--- config.mk ---
export PLATFORM = sky130hd
export DESIGN_NAME = atlb_queue
export DESIGN_NICKNAME = d
export VERILOG_FILES = /design/src/sv/additive_texture_layer_blend_assert.svh /design/src/sv/atlb_queue.sv
export SDC_FILE = /design/constraint.sdc
export NUM_CORES = 1
export LEC_CHECK = 0
export BUFFER_PORTS_ARGS = -buffer_cell sky130_fd_sc_hd__buf_2
export CAP_MARGIN = 20
export CORE_MARGIN = 1.5
export CORE_UTILIZATION = 55
export CTS_CLUSTER_DIAMETER = 40
export DETAILED_ROUTE_END_ITERATION = 16
export HOLD_SLACK_MARGIN = 0.08
export PLACE_DENSITY_LB_ADDON = 0.25
export SLEW_MARGIN = 20
export SYNTH_ARGS = -nofsm -noshare
export SYNTH_HDL_FRONTEND = slang
export SYNTH_SLANG_ARGS = --single-unit
--- constraint.sdc ---
create_clock -name aclk -period 6.3 [get_ports aclk]
set_input_delay 0.945 -clock aclk [delete_from_list [all_inputs] [get_ports aclk]]
set_output_delay 0.945 -clock aclk [all_outputs]
set_load 0.02 [all_outputs]
--- src/sv/additive_texture_layer_blend_assert.svh ---
// assertion macros for the blend block, empty when SYNTH is defined
`ifndef ADDITIVE_TEXTURE_LAYER_BLEND_ASSERT_SVH
`define ADDITIVE_TEXTURE_LAYER_BLEND_ASSERT_SVH

`ifndef SYNTH
`define ATLB_ASSERT_NOW(label, ante, cons) \
    label: assert property (@(posedge aclk) disable iff (!aresetn) (ante) |-> (cons)) \
        else $error("atlb check failed");
`define ATLB_ASSERT_NEXT(label, ante, cons) \
    label: assert property (@(posedge aclk) disable iff (!aresetn) (ante) |=> (cons)) \
        else $error("atlb check failed");
`else
`define ATLB_ASSERT_NOW(label, ante, cons)
`define ATLB_ASSERT_NEXT(label, ante, cons)
`endif

`endif

--- src/sv/atlb_queue.sv ---
`timescale 1ns / 1ps

module atlb_queue #(
    parameter int WIDTH = 32,
    parameter int DEPTH = 2
) (
    input  logic             aclk,
    input  logic             aresetn,
    input  logic             push,
    input  logic [WIDTH-1:0] push_data,
    input  logic             pop,
    output logic             full,
    output logic             valid,
    output logic [WIDTH-1:0] data
);

    localparam int PTR_W = (DEPTH > 1) ? $clog2(DEPTH) : 1;
    localparam int CNT_W = $clog2(DEPTH + 1);
    localparam logic [PTR_W-1:0] PTR_LAST = PTR_W'(DEPTH - 1);

    logic [WIDTH-1:0] mem_reg [DEPTH];
    logic [PTR_W-1:0] wr_ptr_reg;
    logic [PTR_W-1:0] rd_ptr_reg;
    logic [CNT_W-1:0] count_reg;
    logic [CNT_W-1:0] count_next;

    assign full  = (count_reg == CNT_W'(DEPTH));
    assign valid = (count_reg != '0);
    assign data  = mem_reg[rd_ptr_reg];

    always_comb begin
        count_next = count_reg;
        if (push && !pop) begin
            count_next = count_reg + CNT_W'(1);
        end else if (pop && !push) begin
            count_next = count_reg - CNT_W'(1);
        end
    end

    always_ff @(posedge aclk) begin
        if (!aresetn) begin
            wr_ptr_reg <= '0;
            rd_ptr_reg <= '0;
            count_reg  <= '0;
        end else begin
            count_reg <= count_next;
            if (push) begin
                wr_ptr_reg <= (wr_ptr_reg == PTR_LAST) ? '0 : wr_ptr_reg + PTR_W'(1);
            end
            if (pop) begin
                rd_ptr_reg <= (rd_ptr_reg == PTR_LAST) ? '0 : rd_ptr_reg + PTR_W'(1);
            end
        end
        if (push) begin
            mem_reg[wr_ptr_reg] <= push_data;
        end
    end

endmodule

# ---- Yosys cells after proc, flatten, opt, wreduce, memory -nomap -nowiden
# Memory sizes are Yosys's and may differ from the RTL's. A register that Yosys moved wholly into a read port is not among the register bits.
# Cells that the tools add are included.
dict set report word_totals {
  latch_bits 0
  romBits 0
  output_inout_bits 34
  input_bits 36
  register_bits 4
  mem_count 1
  mem_bits_rw 64
  word_cells 23
}
# memory depth width read_ports rd_clocked_by_memory_dff write_ports line_no
set mem_list {}
lappend mem_list {mem_reg 2 32 1 1 1 atlb_queue.sv:21} ;# logic [WIDTH-1:0] mem_reg [DEPTH];
dict set report classes {
  n_lt_le_gt_ge 0
  mul 0
  n_addsub 4
  shifts 0
  div 0
  n_reduce_logical 6
  mux 8
  eq_ne 1
  n_bitwise 0
}
# cell count
set op_table {}
lappend op_table {{2-to-1 mux 1 bit} 6}
lappend op_table {{2-to-1 mux 2 bit} 2}
lappend op_table {{nonzero test 2 bit} 2}
lappend op_table {{adder 1 bit, second input constant} 2}
lappend op_table {{adder 2 x 1 -> 2 bit, second input constant} 1}
lappend op_table {{== test 2 bit, second input constant} 1}
lappend op_table {{logical AND 1 bit} 2}
lappend op_table {{logical NOT 1 bit} 2}
lappend op_table {{subtractor 2 x 1 -> 2 bit, second input constant} 1}

# ---- Longest topological paths before layout
dict set report logic_depth {
  depth_word 4
  depth_mapped 5
  ltp_nobuf 5
}

# ---- Least setup slack after synthesis
# OpenSTA, ideal clock, no wires.
dict set report synth_path {
  kind {input -> register}
  start {in push}
  end {mem mem_reg[0][0], enable pin}
  cell_stages 1
  arrival_ps 2424
  setup_time_ps 426
  t_required_ps 5874
  setup_slack_ps 3450
  n_path_buf 0
  path_cell_list {nor2b_1}
}
dict set report synth_between {
  elab_chain_len 2
}
# item line_no
set synth_rtl {}
lappend synth_rtl {{start, declared} atlb_queue.sv:9} ;# input logic push,
lappend synth_rtl {{2-to-1 mux 1 bit} atlb_queue.sv:54} ;# if (push) begin
lappend synth_rtl {{2-to-1 mux 1 bit (implied by the code)} atlb_queue.sv:55} ;# mem_reg[wr_ptr_reg] <= push_data;
lappend synth_rtl {{end, declared} atlb_queue.sv:21}
# Every way passes these cells.

==> out/metrics.yaml <==
final_layout:
  layout_common_cells: "69 x buf_2, 64 x edfxtp_1, 30 x mux2_2"
  drive_above_1_share_pct: 56.6
  largest_reg_flops: 64
  final_nets: 237
  antennaDiodeCount: 0
  finalInstanceArea_um2: 3140
  fillers: 302
  final-instance-count-excl-fill: 257
  areaGrowthSynthToFinish_pct: 24.1
  final_core_util_pct: 71.6
  seqCellArea_um2: 2020
  final_common_cell: "buf_2"
  multi_input_area_um2: 485
critical_path:
  cp-end-kind: "primary output"
  critPathKind: "flop to primary output"
  path_max_fanout: 32
  start_kind: "flop"
  worst_r2r_path_depth: 1
  worst_ep_required_time_ps: 5350
  worstPathArrival_ps: 1570
cts:
  cts.repair.resized: 0
  path_clk_slew_ps: 60
  cts_made_buffers: 9
  tritoncts: "yes"
  clock_path_buffers: 2
  cts_setup_buffers: 0
  insertion_delay_ps: 330
  htreeDepth: 3
  ctsHoldBuffers: 0
  clock_sinks: 69
  root_buffer: "clkbuf_8"
route:
  vias: 1313
  drt-total-wl_um: 4200
  drc: 0
  ant_nets: 0
  drtIter0Drc: 64
  drtPass1Iterations: 4
  via_per_inst: 5.11
  wl_per_cell_um: 16.3
min_path:
  hp-class: "flop to flop"
  whs_path_depth: 2
die:
  io_pins: 70
  core_um2: 4380
  initial_core_util_pct: 57.7
  dieArea_um2: 5020
  die_w_um: 70.8
  rows: 24
  die_y_um: 70.8
yosys:
  synthesis.nets: 159
  syn_area_um2: 2530
  synth_cell_type_count: 18
  synth_edf_count: 64
  ys_ff_latch: 69
  yosysTopAreaCellShare_pct: 75.9
  ys_async_sr_fraction_pct: 0
  synth_area_leader_cell: "edfxtp_1"
  ys_seq_area_share_pct: 79.9
  syn-instance-count: 122
  synth-main-ff-cell: "edfxtp_1"
  yosys_warnings: 0
  syn_avg_cell_area_um2: 20.7
  synth_area_leaders: "edfxtp_1 76%, mux2_2 13%, dfxtp_1 4.0%"
timing:
  period_share_pct: 39.9
  tns_ps: 0
  worst_slew_pin_slew_ps: 925
  finalClockSkew_ps: 4.09
  fmax_mhz: 398
  period_needed_ps: 2510
  slew-limit-headroom_pct: 38.2
  finalSetupViolations: 0
  drv_slew: 0
  hold_violations: 0
  rsz0062_at_grt: "false"
placed_design:
  hpwl_um: 2710
  dpl.cell_count: 241
  place_area_um2: 2940
  port_buffers: 69
  place_congestion: 0.731
global_routing:
  antenna_found_initial: 0
  grt_pass1_wl_um: 6510
  grt_max_degree: 34
  gr-total-overflow: 0
  grt_pass1_vias: 1411
  grt_usage_pct: 18.0
power_and_ir_drop:
  p_per_area_nw_per_um2: 327
  finalPower_uw: 1030
  irDropWorstVdd_v: 0.000185
  leakage_uw: 0.00121
run_status:
  status: "finished, final reports clean"
flow_run:
  max_cap_violations: 0
-- cell type report --
cell class              instances  area share, %
inverters                       1          0.120
multi-input cells              48           15.5
clock buffers                   9           3.94
well taps                      52           2.07
repair buffers                 71           11.5
flip-flops and latches         69           64.4
clock inverters                 7           2.55
-- worst max-delay path, cell delays in order, from the launching register on --
cell and delay, ps:
dfxtp_1 310, buf_4 360, mux2_2 390, buf_2 160
-- worst paths after layout --
kind	from	endpoint	slack, ps
worst max-delay path	flop	data[5]	3790
worst min-delay path	count_reg[1]$_SDFFE_PN0P_	count_reg[1]$_SDFFE_PN0P_	580
worst max register to register	wr_ptr_reg$_SDFFE_PN0P_	mem_reg[0][6]$_DFFE_PP_	4840
worst min register to register	count_reg[1]$_SDFFE_PN0P_	count_reg[1]$_SDFFE_PN0P_	580
-- layer usage --
metal / wire [um] / GRT usage [%] / up-vias
met5: 0 / 0 / -
met4: 68 / 8.81 / 0
met3: 351 / 7.26 / 7
met2: 2160 / 30.9 / 53
met1: 1620 / 19.3 / 626
li1: - / - / 627
-- cells by family after synthesis --
family | Yosys count | synth area share [%]
DFF | 69 | 79.9
adders and majority gates | 1 | 0.494
xor gates and xnor gates | 3 | 1.04
and+or+nand+nor | 9 | 2.32
muxes | 32 | 14.2
AOI/OAI and AO/OA | 3 | 0.791
buffers and inverters | 5 | 1.24
-- cell usage after synthesis (2+ instances only) --
cell type	number
and2_1	4
buf_4	3
dfxtp_1	5
edfxtp_1	64
mux2_1	2
mux2_2	30
nor2b_1	2
xor2_1	2
-- report_power, final --
group          switching, uW  leakage (uW)  total [uW]  internal [uW]
Combinational           71.2      0.000469         123           52.2
Clock                    149      0.000103         366            217
Sequential              7.67      0.000642         536            528
-- metrics by stage --
stage / hold slack (ps) / worst slack (ps)
2_1_floorplan: 461 / 3450
3_3_place_gp: 472 / 4090
3_5_place_dp: 529 / 4030
4_1_cts: 586 / 3760
5_1_grt: 594 / 3710
6_report: 581 / 3790
No activity file was read; power rests on OpenSTA's default activity.
