### src/sv/additive_texture_layer_blend_assert.svh
// assertion macros for the blend block, empty when SYNTH is defined
`ifndef ADDITIVE_TEXTURE_LAYER_BLEND_ASSERT_SVH
`define ADDITIVE_TEXTURE_LAYER_BLEND_ASSERT_SVH

`ifndef SYNTH
`define ATLB_ASSERT_NOW(label, ante, cons) \
    label: assert property (@(posedge aclk) disable iff (!aresetn) (ante) |-> (cons)) \
        else $error("atlb check failed");
`define ATLB_ASSERT_NEXT(label, ante, cons) \
    label: assert property (@(posedge aclk) disable iff (!aresetn) (ante) |=> (cons)) \
        else $error("atlb check failed");
`else
`define ATLB_ASSERT_NOW(label, ante, cons)
`define ATLB_ASSERT_NEXT(label, ante, cons)
`endif

`endif

### src/sv/atlb_pkg.sv
`timescale 1ns / 1ps

package atlb_pkg;

    localparam int IDX_W       = 14;
    localparam int BYTE_W      = 8;
    localparam int PROD_W      = 16;
    localparam int OUT_WIDE_W  = 24;
    localparam int COUNT_W     = 14;
    localparam int S_TDATA_W   = 32;
    localparam int M_TDATA_W   = 112;
    localparam int QUEUE_DEPTH = 2;
    localparam int LAYER_SHIFT = 7;

    localparam logic [15:0]        WHITE_WIDE = 16'd32640;
    localparam logic [15:0]        ROUND_HALF = 16'd64;
    localparam logic [BYTE_W-1:0]  BYTE_MAX   = 8'hFF;
    localparam logic [1:0]         ALPHA_LANE = 2'd3;
    localparam logic [COUNT_W-1:0] COUNT_MAX  = '1;

    typedef enum logic [0:0] {
        REG_WIDE_BUF0 = 1'b0,
        REG_WIDE_BUF1 = 1'b1
    } cfg_reg_t;

    typedef struct packed {
        logic              sel;
        logic              first;
        logic              wide_on;
        logic              alpha;
        logic              last;
        logic [BYTE_W-1:0] layer;
        logic [PROD_W-1:0] prod;
    } item_t;

    typedef struct packed {
        logic wide_on;
        logic alpha;
        logic last;
        logic over;
        logic differs;
    } tag_t;

endpackage

### src/sv/atlb_front.sv
`timescale 1ns / 1ps

module atlb_front #(
    parameter int ELEMENT_COUNT = 16384,
    parameter int ADDR_LO_W     = 14
) (
    input  logic                             aclk,
    input  logic                             aresetn,
    input  logic                             s_tvalid,
    output logic                             s_tready,
    input  logic [atlb_pkg::S_TDATA_W-1:0]   s_tdata,
    input  logic                             s_tuser,
    input  logic                             s_tlast,
    input  logic                             wide_buf0,
    input  logic                             wide_buf1,
    input  logic                             q_full,
    output logic                             q_push,
    output atlb_pkg::item_t                  q_item,
    output logic [ADDR_LO_W:0]               q_addr
);

    localparam int IDX_W = atlb_pkg::IDX_W;

    logic                       f_valid_reg;
    logic                       f_sel_reg;
    logic                       f_first_reg;
    logic                       f_wide_reg;
    logic                       f_last_reg;
    logic [atlb_pkg::BYTE_W-1:0] f_inten_reg;
    logic [atlb_pkg::BYTE_W-1:0] f_texel_reg;
    logic [IDX_W-1:0]           f_idx_reg;

    logic                        accept;
    logic [IDX_W-1:0]            in_idx;
    logic [ADDR_LO_W-1:0]        addr_lo;
    logic [atlb_pkg::PROD_W-1:0] prod;

    assign in_idx   = s_tdata[22:9];
    assign s_tready = !f_valid_reg || !q_full;
    assign accept   = s_tvalid && s_tready;
    assign q_push   = f_valid_reg && !q_full;

    always_ff @(posedge aclk) begin
        if (!aresetn) begin
            f_valid_reg <= 1'b0;
        end else if (s_tready) begin
            f_valid_reg <= s_tvalid;
        end
        if (accept) begin
            f_sel_reg   <= s_tuser;
            f_first_reg <= s_tdata[0];
            f_inten_reg <= s_tdata[8:1];
            f_idx_reg   <= in_idx;
            f_texel_reg <= s_tdata[30:23];
            f_last_reg  <= s_tlast;
            f_wide_reg  <= s_tuser ? wide_buf1 : wide_buf0;
        end
    end

    // index reduction modulo the buffer size
    if (ELEMENT_COUNT >= (1 << IDX_W)) begin : g_direct
        assign addr_lo = ADDR_LO_W'(f_idx_reg);
    end else begin : g_recip
        localparam int          SHIFT   = IDX_W + ADDR_LO_W;
        localparam int          RECIP_W = IDX_W + 1;
        localparam logic [63:0] RECIP   =
            ((64'd1 << SHIFT) + 64'(ELEMENT_COUNT) - 64'd1) / 64'(ELEMENT_COUNT);

        logic [IDX_W+RECIP_W-1:0] scaled;
        logic [IDX_W-1:0]         quot_reg;
        logic [IDX_W-1:0]         rem;

        assign scaled = (IDX_W+RECIP_W)'(in_idx) * (IDX_W+RECIP_W)'(RECIP);

        always_ff @(posedge aclk) begin
            if (accept) begin
                quot_reg <= IDX_W'(scaled >> SHIFT);
            end
        end

        assign rem     = f_idx_reg - IDX_W'(quot_reg * IDX_W'(ELEMENT_COUNT));
        assign addr_lo = ADDR_LO_W'(rem);
    end

    assign prod = atlb_pkg::PROD_W'(f_texel_reg) * atlb_pkg::PROD_W'(f_inten_reg);

    always_comb begin
        q_item.sel     = f_sel_reg;
        q_item.first   = f_first_reg;
        q_item.wide_on = f_wide_reg;
        q_item.alpha   = (f_idx_reg[1:0] == atlb_pkg::ALPHA_LANE);
        q_item.last    = f_last_reg;
        q_item.layer   = prod[15] ? atlb_pkg::BYTE_MAX : prod[14:7];
        q_item.prod    = prod;
    end

    assign q_addr = {f_sel_reg, addr_lo};

endmodule

### config.mk
export PLATFORM = sky130hd
export DESIGN_NAME = atlb_front
export DESIGN_NICKNAME = d
export VERILOG_FILES = /design/src/sv/additive_texture_layer_blend_assert.svh /design/src/sv/atlb_pkg.sv /design/src/sv/atlb_front.sv
export SDC_FILE = /design/constraint.sdc
export NUM_CORES = 1
export LEC_CHECK = 0
export ABC_AREA = 1
export BUFFER_PORTS_ARGS = -buffer_cell sky130_fd_sc_hd__clkbuf_2
export CAP_MARGIN = 20
export CORE_MARGIN = 4
export CORE_UTILIZATION = 56
export CTS_BUF_LIST = sky130_fd_sc_hd__clkbuf_4
export CTS_CLUSTER_SIZE = 28
export DETAILED_ROUTE_END_ITERATION = 7
export PLACE_DENSITY_LB_ADDON = 0.05
export SLEW_MARGIN = 15
export SYNTH_ARGS = -nofsm -noshare
export SYNTH_HDL_FRONTEND = slang
export SYNTH_SLANG_ARGS = --single-unit
### constraint.sdc
create_clock -name aclk -period 5.5 [get_ports aclk]
set_input_delay 0.275 -clock aclk [delete_from_list [all_inputs] [get_ports aclk]]
set_output_delay 0.275 -clock aclk [all_outputs]
set_load 0.05 [all_outputs]
* Word level (Yosys, flattened, before mapping)
Index checks and enable logic that the tools add are counted.
Widths: inputs -> output; s select.
** Word-level totals
- Flip-flop bits (word level) :: 35
- Input port bits :: 40
- Output and inout bits :: 46
- Word-level logic and storage cells :: 17
** Operators by class
- Multipliers :: 1
- Equal/unequal tests :: 1
- Multiplexer cells :: 2
- Reductions and logical operators :: 5
** Operator list (count)
- $mul 8x8->16 :: 1
- $mux 8 :: 1
- $eq 2x2->1 const B :: 1
- $logic_and 1x1->1 :: 2
- $logic_not 1->1 :: 2
- $logic_or 1x1->1 :: 1
- $mux 1 :: 1

* Longest topological paths before layout
- Word-level depth :: 3
- Depth in mapped cells :: 21

* Least setup slack after synthesis
Ideal clock, no wire load.
- Path type :: register -> output
- Start point :: register f_inten_reg[7] in the netlist's numbering
- End point :: output port q_item[19] in the netlist's numbering
- Arrival time :: 4.048 ns
- Required time :: 5.225 ns
- Setup slack :: 1.177 ns
- Cell stages (with the launch flop) :: 20
- Path buffers :: 1
- Cells stage by stage :: edfxtp_1 -> clkbuf_1 -> nand2_1 -> fa_1 -> fa_1 -> inv_1 -> fa_1 -> inv_1 -> fa_1 -> inv_1 -> ha_1 -> nand2_1 -> nand2_1 -> nand2_1 -> nand2_1 -> inv_1 -> nand2_1 -> or2_1 -> nand2_1 -> nand2_1
** RTL lines
- start: declaration :: RTL line atlb_front.sv:29 : logic [atlb_pkg::BYTE_W-1:0] f_inten_reg;
- start signal: assignment :: RTL line atlb_front.sv:52 : f_inten_reg <= s_tdata[8:1];
- end: declaration :: RTL line atlb_front.sv:18 : output atlb_pkg::item_t q_item,

==> run summary <==
The power per standard cell area came out at 523 mW/mm^2. For this run, the top clock speed supported by timing is 205 MHz. The floorplan step defined a die boundary enclosing 0.00781 sq mm. Routability-driven placement finished with a final weighted congestion of 0.853.

The setup clock skew after layout came out at between 3 and 4 ps. Leaving out fill and tap cells, the most frequent cell in the layout is sky130_fd_sc_hd__nand2_1. Of all nets on the critical path, the largest fanout is 8.

The number of global-route vias before repair is 2844. The final total negative setup slack is 0 ps. The max-cap violation count is 0.

The clock tree from TritonCTS is done. The cell family contributing the most delay on the critical path is adder cells. The tightest min-delay check is of the in -> reg type.

The total CTS buffers is 5. The aggregate global routing overflow is 0. The run finished with clean final reports.

The residual DRC count is 0. The final period utilization is 88.6%. Compared with the post-synthesis result, the final layout area differs by 13.5%. The synthesized netlist occupies a cell area of between 0.003 and 0.004 sq mm. The maximum number of pins on one net before global-route repair came out at 35. The total setup buffers inserted after CTS came out at 0. The sum of buffers and inverters on the critical path is 7. For the worst-skew pair, the clock arrives at the later sink with an insertion delay of 330 ps. The most used routing layer in global routing is met2. The utilization after layout is 65.0%. The number of library cell types mapped by synthesis came out at 24. Traced cell by cell, the critical path runs through nand2_1 > inv_1 > fa_1 > inv_1 > fa_1 > inv_1 > fa_1 > inv_1 > fa_1 > inv_1 > ha_1 > nand2_1 > nand2_1 > nand2_1 > nand2_1 > inv_1 > nand2_1 > or2_1 > nand2_1 > nand2_1 > clkbuf_2. The area inside the core boundary came out at 0.00631 sq mm. The cell count after synthesis came out at about 450. The leakage dissipation is 2.58 nW.

The first global-routing pass estimated 12300 um of wire. The die outline height came out at ~88 um. The master cell of the clock root buffer is sky130_fd_sc_hd__clkbuf_4. The critical path is of the reg -> out type.

The number of nets at the end of the flow is about 630. The count of filler cells inserted in the layout came out at 579. For this design the top-level I/O count stands at 86.

The cell depth of the worst min-delay path is 1. The signal arrival time at the worst endpoint came out at 4600 ps. Port buffering added 84 buffers. The finished cells cover approximately 0.0041 sq mm.

The total vias in the final route came out at ~2800. The depth of the CTS H-tree came out at 2. The global router's overall resource usage is 20.1%. The worst-case setup margin in the final layout came out at 629 ps. The die boundary width came out at 88.4 um. The transition time at the pin with the least slew margin came out at 1040 ps. The warning count from the yosys run is 0.

Dividing the detail-routed wire length by the instance count gives 11.4 um. After detailed placement, the total cell area comes to 0.00405 sq mm. The worst-case setup slack after placement came out at 963 ps.

The post-synthesis cell type with the largest combined area is sky130_fd_sc_hd__edfxtp_1. The number of nets produced by synthesis is 558. Setup repair after global routing left no endpoint under its margin. The setup check on the worst reg-to-reg path leaves a slack of 3940 ps. The repair_antennas step left the layout with diodes totalling 0.

In the global route stage, met2 resource usage came out at 35.4%. The post-route netlist has 20.3% of its cells at a drive strength greater than 1. Summing the sequential cell areas from Yosys gives 28.8% of the chip area. The count of instances resized after the clock tree is built came out at 0.

The met3 track demand over resource in global routing came out at 3.91%. The stage delay of the slowest cell on the critical path came out at 550 ps. Measured against its own limit, the worst slew margin works out to 30.7%. By area the synthesized netlist is led by sky130_fd_sc_hd__edfxtp_1, sky130_fd_sc_hd__fa_1, sky130_fd_sc_hd__nand2_1.

The endpoint of the worst hold path is addr_lo[10]$_DFFE_PP_. The required arrival time at the worst endpoint is 5220 ps. The number of antenna violations at the first check in global routing is 0.

Of the post-synthesis cell area, the dominant cell type holds ~28%. The length of the first detailed-routing pass in iterations is 5. The shortest clock period the worst path allows after layout came out at 4870 ps.

The capture instance of the worst register-to-register path is f_texel_reg[7]$_DFFE_PP_. The overall power after layout came out at 2.15 mW. The post-synthesis area per instance is 8.11 sq um.

After clock tree synthesis, the clock-pin slew on the worst setup and hold paths is 110 ps. The top cell types in the final layout, fill and taps aside, are sky130_fd_sc_hd__nand2_1, sky130_fd_sc_hd__inv_1, sky130_fd_sc_hd__clkbuf_2. The via-per-instance ratio is 4.70. The sum of net half-perimeters after detailed placement is 5810 um. The met1 routing resource usage after global routing is 25.6%. The maximum clock insertion buffer count is 2. The startpoint of the tightest hold check path is s_tdata[19].

The number of hold violations in the final report came out at 0. The number of failing setup endpoints in the final timing report is 0. STA classifies the critical path startpoint as a flop. The effective utilization at floorplan is about 57%. The worst-case vdd ir drop is 0.713 mV. The DRC marker count from the first detailed-route iteration is between 90 and 100. Counting flops and latches in the post-synthesis netlist gives 35.

The number of flip-flops under the largest register name came out at 14. The number of buffers added to fix hold violations after cts came out at 0. In this run the critical register-to-register path is launched from f_valid_reg$_SDFFE_PN0N_. Summed over all layers, the routed wires come to 6760 um. The total count of max-transition violations in the final report came out at 0. The worst setup path is captured at a primary output. Among the stages of the critical path, the cell type that occurs most often is sky130_fd_sc_hd__nand2_1. The slowest stage of the critical path belongs to the cell sky130_fd_sc_hd__edfxtp_1.

The floorplan row count came out at 29. The clock sink count came out at 35. The remaining antenna violation count after routing is 0. The worst reg-to-reg path cell count is 1.
-- logic make-up (layout without fill, tap and decap cells) --
group	Yosys count	after routing	synth area share [%]
compound gates	6	6	0.899
xor+xnor	4	4	0.969
simple gates	170	170	19.7
mux	1	1	0.311
buf+inv	158	229	16.9
fa+ha+maj	72	72	32.4
flops	35	35	28.8
-- synthesized netlist by cell type --
master                       n
sky130_fd_sc_hd__ha_1       36
sky130_fd_sc_hd__or2_1       3
sky130_fd_sc_hd__fa_1       36
sky130_fd_sc_hd__nor2_1      8
sky130_fd_sc_hd__inv_2       3
sky130_fd_sc_hd__mux2_2      1
sky130_fd_sc_hd__inv_1     134
sky130_fd_sc_hd__nand4_2     1
sky130_fd_sc_hd__nand2_2     4
sky130_fd_sc_hd__edfxtp_1   34
sky130_fd_sc_hd__dfxtp_1     1
sky130_fd_sc_hd__nand2_4     1
sky130_fd_sc_hd__a21boi_0    1
sky130_fd_sc_hd__buf_2       1
sky130_fd_sc_hd__nand3_2     3
sky130_fd_sc_hd__nand3_1     9
sky130_fd_sc_hd__a21oi_1     5
sky130_fd_sc_hd__nand2_1   137
sky130_fd_sc_hd__buf_4       5
sky130_fd_sc_hd__xnor2_1     3
sky130_fd_sc_hd__xor2_1      1
sky130_fd_sc_hd__nand3b_1    1
sky130_fd_sc_hd__clkbuf_1   15
sky130_fd_sc_hd__nand4_1     3
-- worst max-delay path by stage --
stage / to / cells after the start / from / slack [ps]
CTS: q_item[19] / 21 / f_texel_reg[3]$_DFFE_PP_ / 580
floorplan: q_item[19] / 19 / f_inten_reg[7]$_DFFE_PP_ / 1180
finish: q_item[19] / 21 / f_texel_reg[3]$_DFFE_PP_ / 630
global placement: q_item[19] / 21 / f_texel_reg[3]$_DFFE_PP_ / 990
detailed placement: q_item[19] / 21 / f_texel_reg[3]$_DFFE_PP_ / 960
global route: q_item[19] / 19 / f_texel_reg[3]$_DFFE_PP_ / 250
-- power by group --
group | internal (mW) | total [mW] | leakage, nW | switching [mW]
logic | 0.432 | 1.68 | 2.22 | 1.25
clock network | 0.0490 | 0.136 | 0.0288 | 0.0869
registers | 0.312 | 0.331 | 0.337 | 0.0193
total | 0.793 | 2.15 | 2.58 | 1.35
-- final cells by class --
type / instances / area [sq um] / share of cell area [%]
Multi-Input combinational cell: 253 / 1970 / 48.1
Tap cell: 77 / 96.3 / 2.35
Sequential cell: 35 / 1040 / 25.4
Clock buffer: 5 / 37.5 / 0.915
Timing Repair Buffer: 84 / 420 / 10.2
Inverter: 137 / 514 / 12.5
Clock inverter: 3 / 20.0 / 0.488
-- metal layers --
metal  part of all wire [%]  vias to the layer above
li1                       -                     1423
met5                      0                        -
met1                     42                     1312
met4                    1.2                        0
met3                    3.7                        8
met2                     53                       48
-- through the flow --
step	std cells	hold slack [ps]
after floorplan	446	374
after global placement	586	452
after detailed placement	586	454
after CTS	594	99.8
after global routing	594	71.2
final	594	113
Power figures use the tool's default switching activity.
